### src/sv/prb_pkg.sv
// Shared types, constants and helpers for the probe packet header generator.
// No dependencies; every other file refers to this package by scoped names.
package prb_pkg;

	// Configuration port
	localparam int CFG_IDX_W  = 2;
	localparam int CFG_DATA_W = 32;

	localparam logic [CFG_IDX_W-1:0] REG_SOURCE_ADDRESS     = 2'd0;
	localparam logic [CFG_IDX_W-1:0] REG_SOURCE_PORT_NUMBER = 2'd1;
	localparam logic [CFG_IDX_W-1:0] REG_HOP_LIMIT          = 2'd2;

	localparam logic [31:0] SOURCE_ADDRESS_RESET     = 32'h0A0B_64E8;
	localparam logic [15:0] SOURCE_PORT_NUMBER_RESET = 16'd0;
	localparam logic [7:0]  HOP_LIMIT_RESET          = 8'd64;

	// Header constants
	localparam logic [7:0]  VER_IHL     = 8'h45;
	localparam logic [7:0]  TCP_OFFSET  = 8'h50;
	localparam logic [7:0]  PROTO_TCP   = 8'd6;
	localparam logic [7:0]  PROTO_UDP   = 8'd17;
	localparam logic [15:0] TOT_LEN_TCP = 16'd40;
	localparam logic [15:0] TOT_LEN_UDP = 16'd28;
	localparam logic [15:0] L4_LEN_TCP  = 16'd20;
	localparam logic [15:0] L4_LEN_UDP  = 16'd8;
	localparam logic [15:0] TCP_WINDOW  = 16'd1024;

	// Scan kinds and TCP flag bits
	localparam logic [2:0] KIND_SYN  = 3'd0;
	localparam logic [2:0] KIND_ACK  = 3'd1;
	localparam logic [2:0] KIND_FIN  = 3'd2;
	localparam logic [2:0] KIND_XMAS = 3'd3;

	localparam logic [7:0] FLAG_FIN = 8'h01;
	localparam logic [7:0] FLAG_SYN = 8'h02;
	localparam logic [7:0] FLAG_PSH = 8'h08;
	localparam logic [7:0] FLAG_ACK = 8'h10;
	localparam logic [7:0] FLAG_URG = 8'h20;

	// Raw checksum accumulator: at most twelve 16-bit terms
	localparam int SUM_W = 20;

	// Word position within a packet
	typedef enum logic [3:0] {
		W_VER, W_IDENT, W_TTL, W_SRC, W_DST,
		W_PORTS, W_SEQ_ULEN, W_ACK, W_OFFS, W_CSUM
	} word_t;

	typedef struct packed {
		logic [31:0] dest_address;
		logic [15:0] dest_port_number;
		logic        use_udp;
		logic [2:0]  scan_kind;
		logic [15:0] ident;
		logic [31:0] sequence_value;
	} probe_t;

	typedef struct packed {
		logic [31:0] header_word;
		logic        last_word;
	} pkt_t;

	typedef struct packed {
		logic [31:0] source_address;
		logic [15:0] source_port_number;
		logic [7:0]  hop_limit;
	} cfg_t;

	// Classified request, ready to be serialized
	typedef struct packed {
		logic [31:0] dest_address;
		logic [15:0] dest_port_number;
		logic        use_udp;
		logic [7:0]  flags;
		logic [15:0] ident;
		logic [31:0] sequence_value;
		logic [15:0] ip_csum;
		logic [15:0] l4_csum;
	} desc_t;

	typedef struct packed {
		logic full;
		logic empty;
	} q_stat_t;

	function automatic logic [7:0] tcp_flags(input logic [2:0] kind);
		logic [7:0] f;
		unique case (kind)
			KIND_SYN:  f = FLAG_SYN;
			KIND_ACK:  f = FLAG_ACK;
			KIND_FIN:  f = FLAG_FIN;
			KIND_XMAS: f = FLAG_FIN | FLAG_PSH | FLAG_URG;
			default:   f = 8'h00;
		endcase
		return f;
	endfunction

	function automatic logic [SUM_W-1:0] sum_ext(input logic [15:0] v);
		return {{(SUM_W-16){1'b0}}, v};
	endfunction

	// Two end-around folds are enough for a sum below 2^20
	function automatic logic [15:0] fold_csum(input logic [SUM_W-1:0] s);
		logic [16:0] f1;
		logic [16:0] f2;
		f1 = {1'b0, s[15:0]} + {{(17-(SUM_W-16)){1'b0}}, s[SUM_W-1:16]};
		f2 = {1'b0, f1[15:0]} + {16'd0, f1[16]};
		return ~f2[15:0];
	endfunction

endpackage

### src/sv/prb_front.sv
// Front end: takes probe requests, sums header fields and folds checksums.
// Depends on prb_pkg; feeds a classified descriptor into prb_queue.
module prb_front (
	input  logic            clk,
	input  logic            arst_n,
	input  logic            probe_valid,
	output logic            probe_stall,
	input  prb_pkg::probe_t probe,
	input  prb_pkg::cfg_t   cfg,
	input  prb_pkg::q_stat_t q_stat,
	output logic            push,
	output prb_pkg::desc_t  push_data
);

	logic                     valid_s1;
	prb_pkg::probe_t          req_s1;
	logic                     valid_s2;
	prb_pkg::desc_t           desc_s2;
	logic [prb_pkg::SUM_W-1:0] ip_sum_s2;
	logic [prb_pkg::SUM_W-1:0] l4_sum_s2;

	logic                     adv_s1;
	logic                     adv_s2;
	logic                     ld_s1;
	logic [7:0]               proto;
	logic [15:0]              tot_len;
	logic [15:0]              l4_len;
	logic [7:0]               flags;
	logic [prb_pkg::SUM_W-1:0] ip_sum;
	logic [prb_pkg::SUM_W-1:0] l4_sum;
	logic [15:0]              l4_ck;

	// Pipeline flow: s2 drains into the queue, s1 into s2
	assign adv_s2      = valid_s2 && !q_stat.full;
	assign adv_s1      = !valid_s2 || adv_s2;
	// s1 takes a new request when empty or moving on
	assign ld_s1       = !valid_s1 || adv_s1;
	assign probe_stall = !ld_s1;
	assign push        = adv_s2;

	// Classify the request held in s1
	always_comb begin
		proto   = req_s1.use_udp ? prb_pkg::PROTO_UDP : prb_pkg::PROTO_TCP;
		tot_len = req_s1.use_udp ? prb_pkg::TOT_LEN_UDP : prb_pkg::TOT_LEN_TCP;
		l4_len  = req_s1.use_udp ? prb_pkg::L4_LEN_UDP : prb_pkg::L4_LEN_TCP;
		flags   = req_s1.use_udp ? 8'h00 : prb_pkg::tcp_flags(req_s1.scan_kind);
	end

	// Raw ones-complement sums; checksum fields count as zero
	always_comb begin
		ip_sum = prb_pkg::sum_ext({prb_pkg::VER_IHL, 8'h00})
			+ prb_pkg::sum_ext(tot_len)
			+ prb_pkg::sum_ext(req_s1.ident)
			+ prb_pkg::sum_ext({cfg.hop_limit, proto})
			+ prb_pkg::sum_ext(cfg.source_address[31:16])
			+ prb_pkg::sum_ext(cfg.source_address[15:0])
			+ prb_pkg::sum_ext(req_s1.dest_address[31:16])
			+ prb_pkg::sum_ext(req_s1.dest_address[15:0]);
		l4_sum = prb_pkg::sum_ext(cfg.source_address[31:16])
			+ prb_pkg::sum_ext(cfg.source_address[15:0])
			+ prb_pkg::sum_ext(req_s1.dest_address[31:16])
			+ prb_pkg::sum_ext(req_s1.dest_address[15:0])
			+ prb_pkg::sum_ext({8'h00, proto})
			+ prb_pkg::sum_ext(l4_len)
			+ prb_pkg::sum_ext(cfg.source_port_number)
			+ prb_pkg::sum_ext(req_s1.dest_port_number);
		if (req_s1.use_udp) begin
			// UDP length word
			l4_sum = l4_sum + prb_pkg::sum_ext(prb_pkg::L4_LEN_UDP);
		end else begin
			l4_sum = l4_sum
				+ prb_pkg::sum_ext(req_s1.sequence_value[31:16])
				+ prb_pkg::sum_ext(req_s1.sequence_value[15:0])
				+ prb_pkg::sum_ext({prb_pkg::TCP_OFFSET, flags})
				+ prb_pkg::sum_ext(prb_pkg::TCP_WINDOW);
		end
	end

	// Stage registers
	always_ff @(posedge clk or negedge arst_n) begin
		if (!arst_n) begin
			valid_s1 <= 1'b0;
			valid_s2 <= 1'b0;
		end else begin
			if (ld_s1) begin
				valid_s1 <= probe_valid;
			end
			if (adv_s1) begin
				valid_s2 <= valid_s1;
			end
		end
	end

	always_ff @(posedge clk) begin
		if (ld_s1 && probe_valid) begin
			req_s1 <= probe;
		end
		if (adv_s1 && valid_s1) begin
			desc_s2.dest_address     <= req_s1.dest_address;
			desc_s2.dest_port_number <= req_s1.dest_port_number;
			desc_s2.use_udp          <= req_s1.use_udp;
			desc_s2.flags            <= flags;
			desc_s2.ident            <= req_s1.ident;
			desc_s2.sequence_value   <= req_s1.sequence_value;
			desc_s2.ip_csum          <= 16'h0000;
			desc_s2.l4_csum          <= 16'h0000;
			ip_sum_s2                <= ip_sum;
			l4_sum_s2                <= l4_sum;
		end
	end

	// Fold and complement; a zero UDP checksum goes out as all ones
	always_comb begin
		l4_ck = prb_pkg::fold_csum(l4_sum_s2);
		if (desc_s2.use_udp && (l4_ck == 16'h0000)) begin
			l4_ck = 16'hFFFF;
		end
		push_data         = desc_s2;
		push_data.ip_csum = prb_pkg::fold_csum(ip_sum_s2);
		push_data.l4_csum = l4_ck;
	end

endmodule

### src/sv/prb_queue.sv
// Short descriptor queue between front end and word sequencer.
// Depends on prb_pkg for the descriptor and status types.
module prb_queue #(
	parameter int DEPTH = 4
) (
	input  logic             clk,
	input  logic             arst_n,
	input  logic             push,
	input  prb_pkg::desc_t   wdata,
	input  logic             pop,
	output prb_pkg::desc_t   head,
	output prb_pkg::q_stat_t stat
);

	localparam int PTR_W = (DEPTH > 1) ? $clog2(DEPTH) : 1;
	localparam int CNT_W = $clog2(DEPTH + 1);
	localparam logic [PTR_W-1:0] LAST_PTR = PTR_W'(DEPTH - 1);
	localparam logic [CNT_W-1:0] FULL_CNT = CNT_W'(DEPTH);

	prb_pkg::desc_t   entries_q [DEPTH];
	logic [PTR_W-1:0] wr_ptr_q;
	logic [PTR_W-1:0] rd_ptr_q;
	logic [CNT_W-1:0] count_q;

	assign head       = entries_q[rd_ptr_q];
	assign stat.full  = (count_q == FULL_CNT);
	assign stat.empty = (count_q == '0);

	// Pointers and fill count
	always_ff @(posedge clk or negedge arst_n) begin
		if (!arst_n) begin
			wr_ptr_q <= '0;
			rd_ptr_q <= '0;
			count_q  <= '0;
		end else begin
			if (push) begin
				wr_ptr_q <= (wr_ptr_q == LAST_PTR) ? '0 : wr_ptr_q + 1'b1;
			end
			if (pop) begin
				rd_ptr_q <= (rd_ptr_q == LAST_PTR) ? '0 : rd_ptr_q + 1'b1;
			end
			if (push && !pop) begin
				count_q <= count_q + 1'b1;
			end else if (pop && !push) begin
				count_q <= count_q - 1'b1;
			end
		end
	end

	// Entry storage
	always_ff @(posedge clk) begin
		if (push) begin
			entries_q[wr_ptr_q] <= wdata;
		end
	end

endmodule

### src/sv/prb_back.sv
// Back end: serializes the queue head into 32-bit packet words, one a cycle unless stalled.
// Depends on prb_pkg; owns the output register of the packet channel.
module prb_back (
	input  logic             clk,
	input  logic             arst_n,
	input  prb_pkg::cfg_t    cfg,
	input  prb_pkg::desc_t   head,
	input  prb_pkg::q_stat_t q_stat,
	output logic             pop,
	output logic             pkt_valid,
	input  logic             pkt_stall,
	output prb_pkg::pkt_t    pkt
);

	prb_pkg::word_t word_q;
	logic           valid_q;
	prb_pkg::pkt_t  pkt_q;

	logic           load;
	logic           is_last;
	logic [31:0]    word_data;
	logic [7:0]     proto;
	logic [15:0]    tot_len;

	assign load      = !q_stat.empty && (!valid_q || !pkt_stall);
	assign is_last   = head.use_udp ? (word_q == prb_pkg::W_SEQ_ULEN)
	                                : (word_q == prb_pkg::W_CSUM);
	assign pop       = load && is_last;
	assign pkt_valid = valid_q;
	assign pkt       = pkt_q;

	assign proto   = head.use_udp ? prb_pkg::PROTO_UDP : prb_pkg::PROTO_TCP;
	assign tot_len = head.use_udp ? prb_pkg::TOT_LEN_UDP : prb_pkg::TOT_LEN_TCP;

	// Word select by position
	always_comb begin
		unique case (word_q)
			prb_pkg::W_VER:   word_data = {prb_pkg::VER_IHL, 8'h00, tot_len};
			prb_pkg::W_IDENT: word_data = {head.ident, 16'h0000};
			prb_pkg::W_TTL:   word_data = {cfg.hop_limit, proto, head.ip_csum};
			prb_pkg::W_SRC:   word_data = cfg.source_address;
			prb_pkg::W_DST:   word_data = head.dest_address;
			prb_pkg::W_PORTS: word_data = {cfg.source_port_number, head.dest_port_number};
			prb_pkg::W_SEQ_ULEN: begin
				word_data = head.use_udp ? {prb_pkg::L4_LEN_UDP, head.l4_csum}
				                         : head.sequence_value;
			end
			prb_pkg::W_ACK:   word_data = 32'h0000_0000;
			prb_pkg::W_OFFS:  word_data = {prb_pkg::TCP_OFFSET, head.flags, prb_pkg::TCP_WINDOW};
			prb_pkg::W_CSUM:  word_data = {head.l4_csum, 16'h0000};
			default:          word_data = 32'h0000_0000;
		endcase
	end

	// Word counter and output valid
	always_ff @(posedge clk or negedge arst_n) begin
		if (!arst_n) begin
			word_q  <= prb_pkg::W_VER;
			valid_q <= 1'b0;
		end else begin
			if (load) begin
				word_q  <= is_last ? prb_pkg::W_VER : prb_pkg::word_t'(word_q + 4'd1);
				valid_q <= 1'b1;
			end else if (!pkt_stall) begin
				valid_q <= 1'b0;
			end
		end
	end

	// Output payload
	always_ff @(posedge clk) begin
		if (load) begin
			pkt_q.header_word <= word_data;
			pkt_q.last_word   <= is_last;
		end
	end

endmodule

### src/sv/probe_packet_header_generator_core.sv
// Probe packet header generator: builds IPv4 TCP/UDP probe packets as words.
// Usage notes:
//   Requests arrive on probe/probe_valid/probe_stall; a transfer happens at a
//   clock edge with probe_valid high and probe_stall low. Packet words leave
//   on pkt/pkt_valid/pkt_stall, one 32-bit network-order word per transfer,
//   with last_word set on the final word of each packet.
//   A TCP packet is 10 words, a UDP packet 7 words. The word sequencer emits
//   one word per cycle while pkt_stall is low, so the rate of a stream of
//   requests is set by the word count of each packet.
//   When the queue is empty, the first word of a request passes the input
//   stage, checksum sum stage, fold into the queue and output register in order.
//   Up to QUEUE_DEPTH checksummed requests wait between front and back, so
//   the front keeps accepting while a packet is being sent.
//   When the receiver holds pkt_stall, the current word stays put and the
//   queue fills; probe_stall rises once the queue and both front stages hold.
//   Reset clears all handshake state and loads the configuration registers
//   with their defaults. Configuration writes (cfg_we, cfg_index, cfg_wdata)
//   take effect on the next edge and must only be made while the block is idle.
module probe_packet_header_generator_core #(
	parameter int QUEUE_DEPTH = 4
) (
	input  logic                            clk,
	input  logic                            arst_n,
	input  logic                            probe_valid,
	output logic                            probe_stall,
	input  prb_pkg::probe_t                 probe,
	output logic                            pkt_valid,
	input  logic                            pkt_stall,
	output prb_pkg::pkt_t                   pkt,
	input  logic                            cfg_we,
	input  logic [prb_pkg::CFG_IDX_W-1:0]   cfg_index,
	input  logic [prb_pkg::CFG_DATA_W-1:0]  cfg_wdata
);

	prb_pkg::cfg_t    cfg_q;
	prb_pkg::q_stat_t q_stat;
	prb_pkg::desc_t   q_wdata;
	prb_pkg::desc_t   q_head;
	logic             q_push;
	logic             q_pop;

	// Configuration registers
	always_ff @(posedge clk or negedge arst_n) begin
		if (!arst_n) begin
			cfg_q.source_address     <= prb_pkg::SOURCE_ADDRESS_RESET;
			cfg_q.source_port_number <= prb_pkg::SOURCE_PORT_NUMBER_RESET;
			cfg_q.hop_limit          <= prb_pkg::HOP_LIMIT_RESET;
		end else if (cfg_we) begin
			unique case (cfg_index)
				prb_pkg::REG_SOURCE_ADDRESS:     cfg_q.source_address <= cfg_wdata;
				prb_pkg::REG_SOURCE_PORT_NUMBER: cfg_q.source_port_number <= cfg_wdata[15:0];
				prb_pkg::REG_HOP_LIMIT:          cfg_q.hop_limit <= cfg_wdata[7:0];
				default: ;
			endcase
		end
	end

	prb_front u_front (
		.clk         (clk),
		.arst_n      (arst_n),
		.probe_valid (probe_valid),
		.probe_stall (probe_stall),
		.probe       (probe),
		.cfg         (cfg_q),
		.q_stat      (q_stat),
		.push        (q_push),
		.push_data   (q_wdata)
	);

	prb_queue #(
		.DEPTH (QUEUE_DEPTH)
	) u_queue (
		.clk    (clk),
		.arst_n (arst_n),
		.push   (q_push),
		.wdata  (q_wdata),
		.pop    (q_pop),
		.head   (q_head),
		.stat   (q_stat)
	);

	prb_back u_back (
		.clk       (clk),
		.arst_n    (arst_n),
		.cfg       (cfg_q),
		.head      (q_head),
		.q_stat    (q_stat),
		.pop       (q_pop),
		.pkt_valid (pkt_valid),
		.pkt_stall (pkt_stall),
		.pkt       (pkt)
	);

	// Queue never overflows or underflows
	a_no_push_full: assert property (@(posedge clk) disable iff (!arst_n)
		q_push |-> !q_stat.full)
		else $error("descriptor pushed into a full queue");

	a_no_pop_empty: assert property (@(posedge clk) disable iff (!arst_n)
		q_pop |-> !q_stat.empty)
		else $error("descriptor popped from an empty queue");

	// A final word is either the UDP length/checksum or the TCP checksum/urgent word
	a_last_word_shape: assert property (@(posedge clk) disable iff (!arst_n)
		(pkt_valid && pkt.last_word) |->
			((pkt.header_word[31:16] == prb_pkg::L4_LEN_UDP) ||
			 (pkt.header_word[15:0] == 16'h0000)))
		else $error("last word has neither UDP nor TCP trailer layout");

endmodule

### config.mk
export PLATFORM = sky130hd
export DESIGN_NAME = probe_packet_header_generator_core
export DESIGN_NICKNAME = d
export VERILOG_FILES = /design/src/sv/prb_pkg.sv /design/src/sv/prb_front.sv /design/src/sv/prb_queue.sv /design/src/sv/prb_back.sv /design/src/sv/probe_packet_header_generator_core.sv
export SDC_FILE = /design/constraint.sdc
export NUM_CORES = 1
export LEC_CHECK = 0
export ABC_AREA = 1
export BUFFER_PORTS_ARGS = -buffer_cell sky130_fd_sc_hd__buf_2
export CAP_MARGIN = 20
export CORE_MARGIN = 2
export CORE_UTILIZATION = 45
export DETAILED_ROUTE_END_ITERATION = 7
export SETUP_SLACK_MARGIN = 0.3
export SYNTH_ARGS = -nofsm -noshare
export SYNTH_HDL_FRONTEND = slang
export SYNTH_SLANG_ARGS = --single-unit
### constraint.sdc
create_clock -name clk -period 9 [get_ports clk]
set_input_delay 0.45 -clock clk [delete_from_list [all_inputs] [get_ports clk]]
set_output_delay 0.45 -clock clk [all_outputs]
set_load 0.02 [all_outputs]
After elaboration in Yosys (flattened, before gate mapping)
Memory sizes are Yosys's and may differ from the RTL's.
Index checks and enable logic that the tools add are counted.
Storage, ports and cells
  register bits: 348
  latch bits: 0
  memory bits (writable): 548
  bits in read-only memories: 0
  bits of input ports: 139
  output and inout bits: 35
  word-level logic and storage cells: 124
  memories: 1
Memories
  u_queue.entries_q: words 4, bits a word 137, rd ports 1, clocked after Yosys merged registers in 0, write ports 1, RTL line prb_queue.sv:20  | prb_pkg::desc_t entries_q [DEPTH];
Cells by class
  add/sub/neg operators: 28
  multiply operators: 0
  div/mod/pow operators: 0
  $lt $le $gt $ge: 0
  eq/ne operators: 17
  shifts and indexed selects: 0
  mux-type cells: 21
  bitwise gates (word level): 2
  reductions and logical operators: 29
Operator list (number)
  32-bit case mux with 9 select lines: 1
  20-bit by 16-bit adder with 20-bit output: 13
  16-bit by 4-bit adder with 17-bit output: 2
  16-bit by 1-bit adder with 16-bit output: 2
  32-bit two-way mux: 1
  16-bit NOT: 2
  6-bit case mux with 4 select lines: 1
  20-bit by 11-bit adder with 20-bit output, second input constant: 1
  20-bit by 15-bit adder with 20-bit output: 1
  20-bit by 4-bit adder with 20-bit output, second input constant: 1
  20-bit by 8-bit adder with 20-bit output: 1
  20-bit two-way mux: 1
  6-bit two-way mux: 3
  15-bit by 16-bit adder with 17-bit output, first input constant: 1
  16-bit by 16-bit adder with 17-bit output: 1
  16-bit zero test: 1
  16-bit two-way mux: 1
  5-bit two-way mux: 3
  4-bit by 3-bit equality test with 1-bit output, second input constant: 3
  1-bit zero test: 9
  4-bit by 2-bit equality test with 1-bit output, second input constant: 2
  4-bit equality test, second input constant: 2
  1-bit logical AND: 8
  2-bit equality test, second input constant: 3
  20 further kinds: 33

Longest topological paths before layout
  depth after elaboration: 12
  gate-level depth with buffers: 42
  gate-level depth less buffers: 42

By module
From an unflattened synthesis, not the netlist that was laid out.
Unflattened totals
  cell total of the unflattened synthesis: 4085
  area, all modules: 44906.8 um^2
By module, submodules not included
  prb_queue: instances 1, cells each 1650, area an instance 22331.4 um^2, seq. area each 16631.0 um^2
  prb_front: instances 1, cells each 1609, area an instance 16698.5 um^2, seq. area each 7257.0 um^2
  prb_back: instances 1, cells each 579, area an instance 3590.9 um^2, seq. area each 1116.1 um^2
  probe_packet_header_generator_core: instances 1, cells each 247, area an instance 2285.9 um^2, seq. area each 1417.6 um^2

Worst setup path before layout
OpenSTA, ideal clock, no wires.
  path type: register -> register
  from: register cfg_q[40] (netlist bit)
  to: register u_front.l4_sum_s2[18] (netlist bit), data pin
  setup time: 0.253 ns
  arrival: 7.056 ns
  data required time: 8.747 ns
  path slack: 1.691 ns
  cell stages (with the launch flop): 34
  buffers on the path: 0
  period minus slack after synthesis: 7.309 ns
  path through: dfstp_2 -> ha_1 -> inv_1 -> fa_1 -> inv_1 -> a31oi_1 -> o21ai_0 -> a21boi_0 -> o21ai_0 -> a21boi_0 -> xor2_1 -> fa_1 -> inv_1 -> fa_1 -> fa_1 -> ha_1 -> ha_1 -> nand2_1 -> nor2_1 -> nand3_1 -> nand3_1 -> nand2_1 -> nand2_1 -> inv_1 -> fa_1 -> ha_1 -> ha_1 -> nand2_1 -> nor3_1 -> nand2_1 -> o311ai_0 -> xnor2_1 -> nand2_1 -> nand2_1
Between the ends
  word-level cells in the longest chain between the ends: 12
  elaborated cells between the ends (all ways): 13
RTL lines
  from (decl): RTL line probe_packet_header_generator_core.sv:35  | prb_pkg::cfg_t cfg_q;
  16-bit by 16-bit adder with 17-bit output (*): RTL line prb_front.sv:60  | + prb_pkg::sum_ext(cfg.source_address[15:0])
  20-bit by 16-bit adder with 20-bit output (*): RTL line prb_front.sv:61  | + prb_pkg::sum_ext(req_s1.dest_address[31:16])
  20-bit by 16-bit adder with 20-bit output (*): RTL line prb_front.sv:62  | + prb_pkg::sum_ext(req_s1.dest_address[15:0])
  20-bit by 8-bit adder with 20-bit output (*): RTL line prb_front.sv:63  | + prb_pkg::sum_ext({8'h00, proto})
  20-bit by 16-bit adder with 20-bit output (*): RTL line prb_front.sv:64  | + prb_pkg::sum_ext(l4_len)
  20-bit by 16-bit adder with 20-bit output (*): RTL line prb_front.sv:65  | + prb_pkg::sum_ext(cfg.source_port_number)
  20-bit by 16-bit adder with 20-bit output (*): RTL line prb_front.sv:66  | + prb_pkg::sum_ext(req_s1.dest_port_number);
  20-bit by 16-bit adder with 20-bit output: RTL line prb_front.sv:72  | + prb_pkg::sum_ext(req_s1.sequence_value[31:16])
  20-bit by 16-bit adder with 20-bit output: RTL line prb_front.sv:73  | + prb_pkg::sum_ext(req_s1.sequence_value[15:0])
  20-bit by 15-bit adder with 20-bit output: RTL line prb_front.sv:74  | + prb_pkg::sum_ext({prb_pkg::TCP_OFFSET, flags})
  20-bit by 11-bit adder with 20-bit output: RTL line prb_front.sv:75  | + prb_pkg::sum_ext(prb_pkg::TCP_WINDOW);
  20-bit two-way mux (*): RTL line prb_front.sv:67  | if (req_s1.use_udp) begin
  named net u_front.l4_sum, one bit: RTL line prb_front.sv:30  | logic [prb_pkg::SUM_W-1:0] l4_sum;
  to (signal assigned): RTL line prb_front.sv:108  | l4_sum_s2 <= l4_sum;
  to (decl): RTL line prb_front.sv:20  | logic [prb_pkg::SUM_W-1:0] l4_sum_s2;
Mark *: on every way through the listed nets, which the timed path passes. The rest lies on a longest branch.
A chain may end at the register's enable or synchronous reset.

Worst setup path in the final report
Same ends and word-level chain as after synthesis.

==> impl_metrics.env <==
export IMPL_ys_seq_elements=875
export IMPL_skew_ns=0.02621
export IMPL_fin_crit_sh_pct=90.43
export IMPL_rsz0062_at_grt="false"
export IMPL_cp_arrival_ns=8.53
export IMPL_synth_cells=3516
export IMPL_routabilityCongestion=0.9150
export IMPL_reg2reg_to="u_front.l4_sum_s2[18]"
export IMPL_path_class="reg2reg"
export IMPL_wl_mm=124.7
export IMPL_yosysSeqAreaShare_pct=62.39
export IMPL_r2r_cells=33
export IMPL_worst_pin_slew_ns=1.074
export IMPL_dieArea_sq_mm=0.09485
export IMPL_nFillCells=7885
export IMPL_dp_cells=4792
export IMPL_grt_pass1_wl_mm=180.5
export IMPL_timing_rr_start="cfg_q[40]"
export IMPL_coreArea_sq_mm=0.09166
export IMPL_r2r_setup_slack_ns=0.86
export IMPL_die_w_um=308.0
export IMPL_cts_buffers=92
export IMPL_slowest_stage="dfstp_2"
export IMPL_initial_core_util_pct=45.36
export IMPL_place_area_sq_mm=0.04387
export IMPL_end_kind="flip-flop"
export IMPL_hp_class="in2reg"
export IMPL_worst_slack_ns=0.8610
export IMPL_synth_edff_count=805
export IMPL_avgSynthCellArea_sq_um=11.83
export IMPL_setup_viol=0
export IMPL_hold_violations=0
export IMPL_path_clk_slew_ns=0.06
export IMPL_cts_tree="done"
export IMPL_min_from="cfg_wdata[25]"
export IMPL_io_buffers=173
export IMPL_critPathLaunchType="flip-flop"
export IMPL_hpwl_mm=88.02
export IMPL_grt_overflow=0
export IMPL_drive_gt1_share_pct=11.36
export IMPL_max_slew_margin_rel_pct=28.16
export IMPL_rows=111
export IMPL_ys_types=51
export IMPL_grt_max_degree=134
export IMPL_period_needed_ns=8.139
export IMPL_mostFrequentLayoutCells="805 x edfxtp_1, 505 x nand2_1, 414 x inv_1"
export IMPL_synth_warnings=0
export IMPL_drv_slew=0
export IMPL_drv_cap=0
export IMPL_cts_root_buffer="clkbuf_16"
export IMPL_via_per_inst=5.530
export IMPL_area_growth_pct=15.14
export IMPL_drtIter0Drc=2761
export IMPL_async_flop_share_pct=8.000
export IMPL_outcome="complete, no violations"
export IMPL_cpPeakStageDelay_ns=0.57
export IMPL_crit_fanout=6
export IMPL_design_area_sq_mm=0.04787
export IMPL_hold_path_end="cfg_q[49]"
export IMPL_grt_total_usage_pct=26.47
export IMPL_synth_ff_type="edfxtp_1"
export IMPL_grt_pass1_vias=26670
export IMPL_wl_per_cell_um=24.63
export IMPL_drtAntennaViolNets=0
export IMPL_h_tree_depth=3
export IMPL_antenna_found_initial=12
export IMPL_hold_path_depth=2
export IMPL_clk_path_buf_depth=3
export IMPL_synth_area_sq_mm=0.04158
export IMPL_crit_required_ns=9.40
export IMPL_fmax_mhz=122.9
export IMPL_dp_slack_ns=0.7218
export IMPL_vias=28000
export IMPL_die_h_um=308.0
export IMPL_final_net_count=4223
export IMPL_pin_count=174
export IMPL_drc=0
export IMPL_fin_cells=5063
export IMPL_final_common_cell="edfxtp_1"
export IMPL_clock_sinks=875
export IMPL_synthesis_nets=3938
export IMPL_tns_ns=0
export IMPL_insertion_delay_ns=0.66
export IMPL_drtPass1Iterations=6
export IMPL_cp_common_cell="nand2_1"
==> per-stage QoR <==
step	utilization (%)	hold slack [ns]
5_1_grt	52.22	0.01745
3_3_place_gp	47.86	0.2848
3_5_place_dp	47.86	0.2840
4_1_cts	52.22	0.0008716
6_report	52.23	0.02388
2_1_floorplan	-	0.1544
==> layout make-up <==
class,count,area (sq um),share of cell area [%]
clock buffers,120,2522,5.269
well taps,1186,1484,3.100
multi-input cells,2097,13630,28.46
repair buffers,309,2205,4.605
clock inverters,47,464.2,0.9696
inverters,426,1617,3.377
diodes,3,7.507,0.01568
flip-flops and latches,875,25950,54.20
==> state kept, by name, indices dropped and copies added, names as in the netlist, 3 cells and up <==
register / cells
u_queue.entries_q: 532
u_front.push_data: 101
u_front.req_s1: 100
cfg_q: 56
u_back.pkt: 33
u_front.l4_sum_s2: 20
u_front.ip_sum_s2: 19
u_back.word_q: 4
u_queue.count_q: 3
==> worst max path at each step <==
stage,start,to,slack (ns)
detailed placement,cfg_q[40],u_front.l4_sum_s2[18],0.72
global route,cfg_q[40],u_front.l4_sum_s2[19],0.33
CTS,cfg_q[40],u_front.l4_sum_s2[18],0.71
finish,cfg_q[40],u_front.l4_sum_s2[18],0.86
floorplan,cfg_q[40],u_front.l4_sum_s2[18],1.69
global placement,cfg_q[40],u_front.l4_sum_s2[18],0.83
==> per-layer routing <==
layer | vias up | share of wire [%] | GRT usage (%)
met2 | 1128 | 46 | 41.23
li1 | 12810 | - | -
met1 | 13870 | 42 | 37.16
met3 | 181 | 9.1 | 5.875
met5 | - | 0.051 | 0
met4 | 8 | 3.0 | 8.134
==> cell usage after synthesis, types with 43 or more instances <==
library cell  instances  area share (%)
a21oi_1             134             1.6
clkbuf_1            104            0.94
dfrtp_1              57             3.4
edfxtp_1            805              58
fa_1                142             6.8
ha_1                141             4.2
inv_1               419             3.8
nand2_1             506             4.6
nand3_1             134             1.6
nand4_1              43            0.65
nor2_1              347             3.1
o21ai_0             294             3.5
o22ai_1              87             1.3
xor2_1               44            0.93
==> timing repair <==
action	CTS	global route
gates resized for setup	0	2
hold buffers	101	0
endpoints found under the setup margin	0	3
buffers inserted	0	0
hold endpoints to repair	108	0
==> critical path: cells and delay by family, from the launching register on <==
family	cells	cell delay, ns
flops	1	0.57
xor+xnor	2	0.31
fa+ha+maj	10	3.91
simple gates	11	1.23
compound gates	6	1.53
buf+inv	4	0.32
==> cells by family after synthesis <==
kind of cell               share of synthesized area (%)
and+or+nand+nor                                    11.21
DFF                                                62.39
AOI/OAI and AO/OA                                  8.676
buffers and inverters                              4.956
adders and majority gates                          11.08
xor gates and xnor gates                           1.306
muxes                                             0.3792
Power is left out: the tool's default activity adds up to more than one toggle a clock period on the data nets, which glitch-free logic cannot reach.
